<file path="src/q4k_ram.sv">
module q4k_ram #(
  parameter int WIDTH = 32,
  parameter int DEPTH = 32
) (
  input  logic                     clk,
  input  logic                     wr_en,
  input  logic [$clog2(DEPTH)-1:0] wr_addr,
  input  logic [WIDTH-1:0]         wr_data,
  input  logic [$clog2(DEPTH)-1:0] rd_addr,
  output logic [WIDTH-1:0]         rd_data
);
  logic [WIDTH-1:0] mem [DEPTH];

  always_ff @(posedge clk) begin
    if (wr_en) mem[wr_addr] <= wr_data;
    rd_data <= mem[rd_addr];
  end
endmodule

</file>
<file path="config.mk">
export PLATFORM = sky130hd
export DESIGN_NAME = q4k_ram
export DESIGN_NICKNAME = d
export VERILOG_FILES = /design/src/q4k_ram.sv
export SDC_FILE = /design/constraint.sdc
export NUM_CORES = 1
export LEC_CHECK = 0
export BUFFER_PORTS_ARGS = -buffer_cell sky130_fd_sc_hd__buf_2
export CAP_MARGIN = 5
export CORE_MARGIN = 2
export CORE_UTILIZATION = 50
export CTS_BUF_LIST = sky130_fd_sc_hd__clkbuf_8 sky130_fd_sc_hd__clkbuf_16
export DETAILED_ROUTE_END_ITERATION = 6
export GPL_TIMING_DRIVEN = 0
export PLACE_DENSITY = 0.65
export SYNTH_ARGS = -nofsm -noshare
export SYNTH_HDL_FRONTEND = slang
export SYNTH_SLANG_ARGS = --single-unit
</file>
<file path="constraint.sdc">
create_clock -name clk -period 4.2 [get_ports clk]
set_input_delay 0.84 -clock clk [delete_from_list [all_inputs] [get_ports clk]]
set_output_delay 0.84 -clock clk [all_outputs]
set_load 0.01 [all_outputs]
</file>
==> metrics.txt, run 1 <==
Switching Fraction 0.2106; H-tree depth 3; Num Clock Sinks 1,056; post-layout util 0.5803; clock skew ~0.018 ns; startpoint types primary input; Slew Limit Fails 0; fill count around 5,800; crit path capture type flip-flop; post-synth cell types 25; Clock transition at path regs roughly 0.060 ns; port buffer count 74; Synth Net Count approximately 2,300; Psw between 4 and 5 mW; vias per cell around 6; CTS tree yes; WS Path Type primary input to flip-flop; pin count of the biggest net entering global routing 33; initial DRC count approximately 2,200; Root Buffer clkbuf_16; Storage cell area ~31,000 sq um; Gate Count Post-Synth roughly 2,300; RSZ-0062 raised after global routing false; DP Wirelength 63.19 mm; via count of the first global-routing pass between 20,000 and 25,000; core area approximately 80,000 sq um; Final setup viols 0; final setup TNS 0 ns; GPL Wtd Cong ~0.8; CTS Hold Bufs 0; Seq cells post-synth between 1,000 and 1,500; yosys warns 0; Synth Area per Inst roughly 18 sq um; DP Cell Count 3,426; clock power share 0.415; post-CTS sizing 0; TritonRoute pass-1 iters 5; dpl cell area around 43,000 sq um; share of layout cells above drive strength 1 0.1442; Rel. slew slack 0.2165; cell-internal power between 15 and 20 mW; first-pass GRT wire length approximately 140 mm; period utilization 0.6571; Worst EP required ~4.6 ns; Bufs on Longest Clock Path 3; Finished Cell Area 46,590 sq um; WL/cell 26.82 um; Slew @ Worst Pin approximately 1.2 ns; Total GRT Usage 0.2332; Lkg Pwr approximately 16 nW; row count 104; Comb pwr share 0.054; min-delay worst type flip-flop to flip-flop; CP Max Fanout 10; chip height around 290 um; P per Cell Area about 470 nW/um^2; DIE AREA between 80,000 and 90,000 sq um; grt ovf 0; Die X a little under 300 um; Final #Nets 2,515; Initial Util 0.5043; area of the multi-input gates roughly 8600 sq um; Reg power frac 0.531; final-report hold violation count 0; Final Total Pwr 22.13 mW; TritonCTS buffer count 103; Worst-Skew Late Latency roughly 0.65 ns; Seq/Total Area, Yosys 0.7754; Post-CTS Setup Bufs 0; DR DRC count 0; IO Pins 76; Mapped Area between 40,000 and 50,000 sq um; Final Critical Period roughly 2.8 ns; Synth-to-Final Area Change 15.08%; initial antenna violation count 3; Critical Path AT ~3.2 ns; max_cap viols 0; status finished clean; DRT Wirelength roughly 100 mm; fmax roughly 360 MHz; Worst VDD drop between 0.3 and 0.4 mV; Post-Layout Cell Count between 3,000 and 4,000; vias 21,260; ANT nets after route 0
[stage by stage]
stage	hold slack (ns)	worst slack (ns)
after floorplan	0.5529	0.9259
after global placement	0.5992	-0.7795
after global routing	0.6495	1.353
final	0.6167	1.440
after CTS	0.6195	1.631
after detailed placement	0.6020	0.9482
[power groups by stage]
stage | combinational (mW) | clock, mW | sequential (mW)
finish | 1.20 | 9.18 | 11.8
global route | 1.27 | 9.72 | 11.8
CTS | 1.20 | 9.30 | 11.8
detailed placement | 1.19 | 0 | 12.0
global placement | 1.13 | 0 | 12.0
floorplan | 0.605 | 0 | 12.0
[critical path: stages]
cell      delay [ns]
buf_2           0.12
nor2_1          0.12
buf_2           0.31
clkbuf_1        0.58
a22o_1          0.25
nor3_1          0.06
a31oi_1         0.56
nand3_1         0.34
[layout make-up]
class / count / area share
Sequential cell: 1056 / 0.6738
Multi-Input combinational cell: 1077 / 0.1842
Clock buffer: 114 / 0.05930
Tap cell: 1060 / 0.02847
Timing Repair Buffer: 106 / 0.02412
Buffer: 127 / 0.01617
Clock inverter: 79 / 0.01394
Antenna cell: 1 / 0.00005371
[path summary, 6_finish.rpt]
kind	start	to	slack (ns)	cells after the start
worst max register to register	mem[19][12]	rd_data[12]	2.33	4
worst max-delay path	rd_addr[1]	rd_data[12]	1.44	8
worst min register to register	mem[26][25]	rd_data[25]	0.62	4
worst min-delay path	mem[26][25]	rd_data[25]	0.62	4
[cells in the mapped netlist]
cell | n | area, sq um
or2_2 | 1 | 6.260
clkbuf_1 | 46 | 172.7
or3b_2 | 3 | 26.28
or3_1 | 1 | 6.260
nand2b_1 | 2 | 12.51
clkbuf_4 | 2 | 15.01
nor2b_1 | 1 | 6.260
a21oi_1 | 96 | 480.5
mux2i_1 | 512 | 5125
a31oi_1 | 32 | 200.2
and2_1 | 1 | 6.260
edfxtp_1 | 1024 | 30750
nor2_1 | 34 | 127.6
buf_6 | 15 | 168.9
buf_1 | 5 | 18.77
buf_2 | 26 | 130.1
nor3_1 | 32 | 160.2
nand3_1 | 98 | 490.5
nand2_1 | 98 | 367.9
nand3b_1 | 5 | 37.54
a22o_1 | 64 | 560.5
a22oi_1 | 96 | 720.7
buf_4 | 33 | 247.7
and2b_1 | 1 | 7.510
dfxtp_1 | 32 | 640.6
[state kept, by name (all words and copies together), names as in the netlist]
name     cells
mem       1024
rd_data     32
[kinds of logic (layout without fill, tap and decap cells)]
logic type / Yosys count / after routing / share of synthesized area
other: 0 / 1 / 0
flip-flops: 1056 / 1056 / 0.7753
AND/OR/NAND/NOR: 277 / 277 / 0.03100
multiplexers: 512 / 512 / 0.1266
buffers and inverters: 127 / 426 / 0.01860
AO/OA/AOI/OAI: 288 / 288 / 0.04846
[layer usage]
| layer | wire [um] | GRT usage |
|---|---|---|
| met1 | 39360 | 0.3105 |
| met2 | 48150 | 0.3906 |
| met3 | 6852 | 0.04028 |
| met4 | 2688 | 0.07979 |
| met5 | 39 | 0 |
[cells in the final DEF (no fill, tap or decap), drive strengths merged]
master,synthesis,routed
buf,79,185
bufinv,0,11
nand3,98,98
or2,1,1
or3b,3,3
or3,1,1
clkinvlp,0,2
diode,0,1
nor2b,1,1
clkinv,0,38
nand2,98,98
a22oi,96,96
nand2b,2,2
mux2i,512,512
nor3,32,32
and2,1,1
inv,0,28
clkbuf,48,162
nand3b,5,5
a22o,64,64
a31oi,32,32
dfxtp,32,32
edfxtp,1024,1024
and2b,1,1
nor2,34,34
a21oi,96,96
(Power assumes the default switching activity.)
==> run 2: changes to the inputs <==
==> constraint.sdc (replaced) <==
create_clock -name clk -period 2.82 [get_ports clk]
set_input_delay 0.564 -clock clk [delete_from_list [all_inputs] [get_ports clk]]
set_output_delay 0.564 -clock clk [all_outputs]
set_load 0.01 [all_outputs]
==> metrics.txt, run 2 (synthesis results as in run 1) <==
status finished clean; commonest non-fill, non-tap cell in the layout edfxtp_1; clock skew ~0.021 ns; final worst setup slack about 0.48 ns; initial antenna violation count 7; min-delay worst type primary input to flip-flop; WS Path Type primary input to flip-flop; Lkg Pwr roughly 16 nW; hold_ws between 0.4 and 0.5 ns; post-CTS sizing 0; reg-to-reg slack, setup 1.05 ns; crit path from rd_addr[1]; period utilization 0.8303; post-layout util 0.5795; final setup TNS 0 ns; Root Buffer clkbuf_16; TritonCTS buffer count between 100 and 150; H-tree depth 3; RSZ-0062 raised after global routing false; Slew @ Worst Pin 1.176 ns; DRT Wirelength about 97 mm; vias per cell roughly 5.9; WL/cell approximately 27 um; Slew Limit Fails 0; Final setup viols 0; R2R depth 5; pin count of the biggest net entering global routing 33; DP Worst Slack -0.1524 ns; Hold Startpoint wr_data[27]; Worst VDD drop ~0.47 mV; IO Pins between 70 and 80; Final Critical Period ~2.3 ns; via count of the first global-routing pass 21,550; vias 21,310; TritonRoute pass-1 iters 5; Worst EP required approximately 3.3 ns; DIE AREA around 83,000 sq um; initial DRC count 2,081; Die X between 200 and 300 um; CTS Hold Bufs 0; end point of the critical path rd_data[12]; Critical Path AT 2.79 ns; row count ~100; Initial Util 0.5043; Worst-Skew Late Latency approximately 0.65 ns; share of layout cells above drive strength 1 0.1452; fmax approximately 430 MHz; first-pass GRT wire length 140.0 mm; max_cap viols 0; startpoint types primary input; most frequent cells in the layout 1,024 x edfxtp_1, 512 x mux2i_1, 103 x clkbuf_16; core area 80,290 sq um; grt ovf 0; Clock transition at path regs ~0.06 ns; port buffer count 74; final-report hold violation count 0; CP Max Fanout 10; Largest register FFs between 1,000 and 1,500; Total GRT Usage 0.2340; Largest Register mem; Post-CTS Setup Bufs 0; CTS tree yes; Bufs on Longest Clock Path 3; DR DRC count 0; Final #Nets roughly 2,500; DP Wirelength between 60 and 70 mm; FF-to-FF Start mem[7][12]; crit path capture type flip-flop; GPL Wtd Cong between 0.8 and 0.9; chip height just under 300 um; Synth-to-Final Area Change 14.92%; ANT nets after route 0; Num Clock Sinks ~1,100; Hold Crit Depth 1; Largest regs mem (1024), rd_data (32); Rel. slew slack 0.2159; P per Cell Area 708.9 nW/um^2; R2R Path End rd_data[12]
## run 2: final cells by class
| class | count | area (sq um) |
|---|---|---|
| Multi-Input combinational cell | 1077 | 8582 |
| Clock buffer | 110 | 2674 |
| Tap cell | 1060 | 1326 |
| Clock inverter | 73 | 704.4 |
| Buffer | 127 | 753.2 |
| Sequential cell | 1056 | 31390 |
| Fill cell | 5855 | 33760 |
| Antenna cell | 1 | 2.502 |
| Timing Repair Buffer | 106 | 1094 |
## run 2: per-stage QoR
stage                     area, sq um  power [mW]  instances
after global placement          42190       19.53       3394
after floorplan                 40500       18.77       2260
final                           46530       32.98       3610
after CTS                       46520       33.15       3609
after detailed placement        43150       19.62       3426
after global routing            46520       33.91       3609
## run 2: worst min path at each step
stage,to,slack (ns)
2_1_floorplan,rd_data[10],0.55
3_3_place_gp,rd_data[29],0.60
3_5_place_dp,rd_data[29],0.61
4_1_cts,mem[11][28],0.42
5_1_grt,mem[8][28],0.46
6_report,mem[10][27],0.45
## run 2: layer usage
layer / part of all wire / up-vias / global-route usage
met5: 0.00027 / - / 0
li1: - / 9392 / -
met1: 0.40 / 10930 / 0.3060
met3: 0.076 / 193 / 0.05103
met4: 0.028 / 4 / 0.07254
met2: 0.50 / 792 / 0.3934
## run 2: worst max-delay path, stage by stage
cell,delay [ns]
buf_2,0.11
nor2_1,0.15
buf_2,0.31
buf_2,0.38
buf_2,0.36
nand2_1,0.10
a31oi_1,0.48
nand3_1,0.32
## run 2: report_power, final
group          switching [mW]  internal, mW
Combinational            1.22         0.562
Clock                    5.62          8.07
Sequential             0.0543          17.4
Total                    6.90          26.1
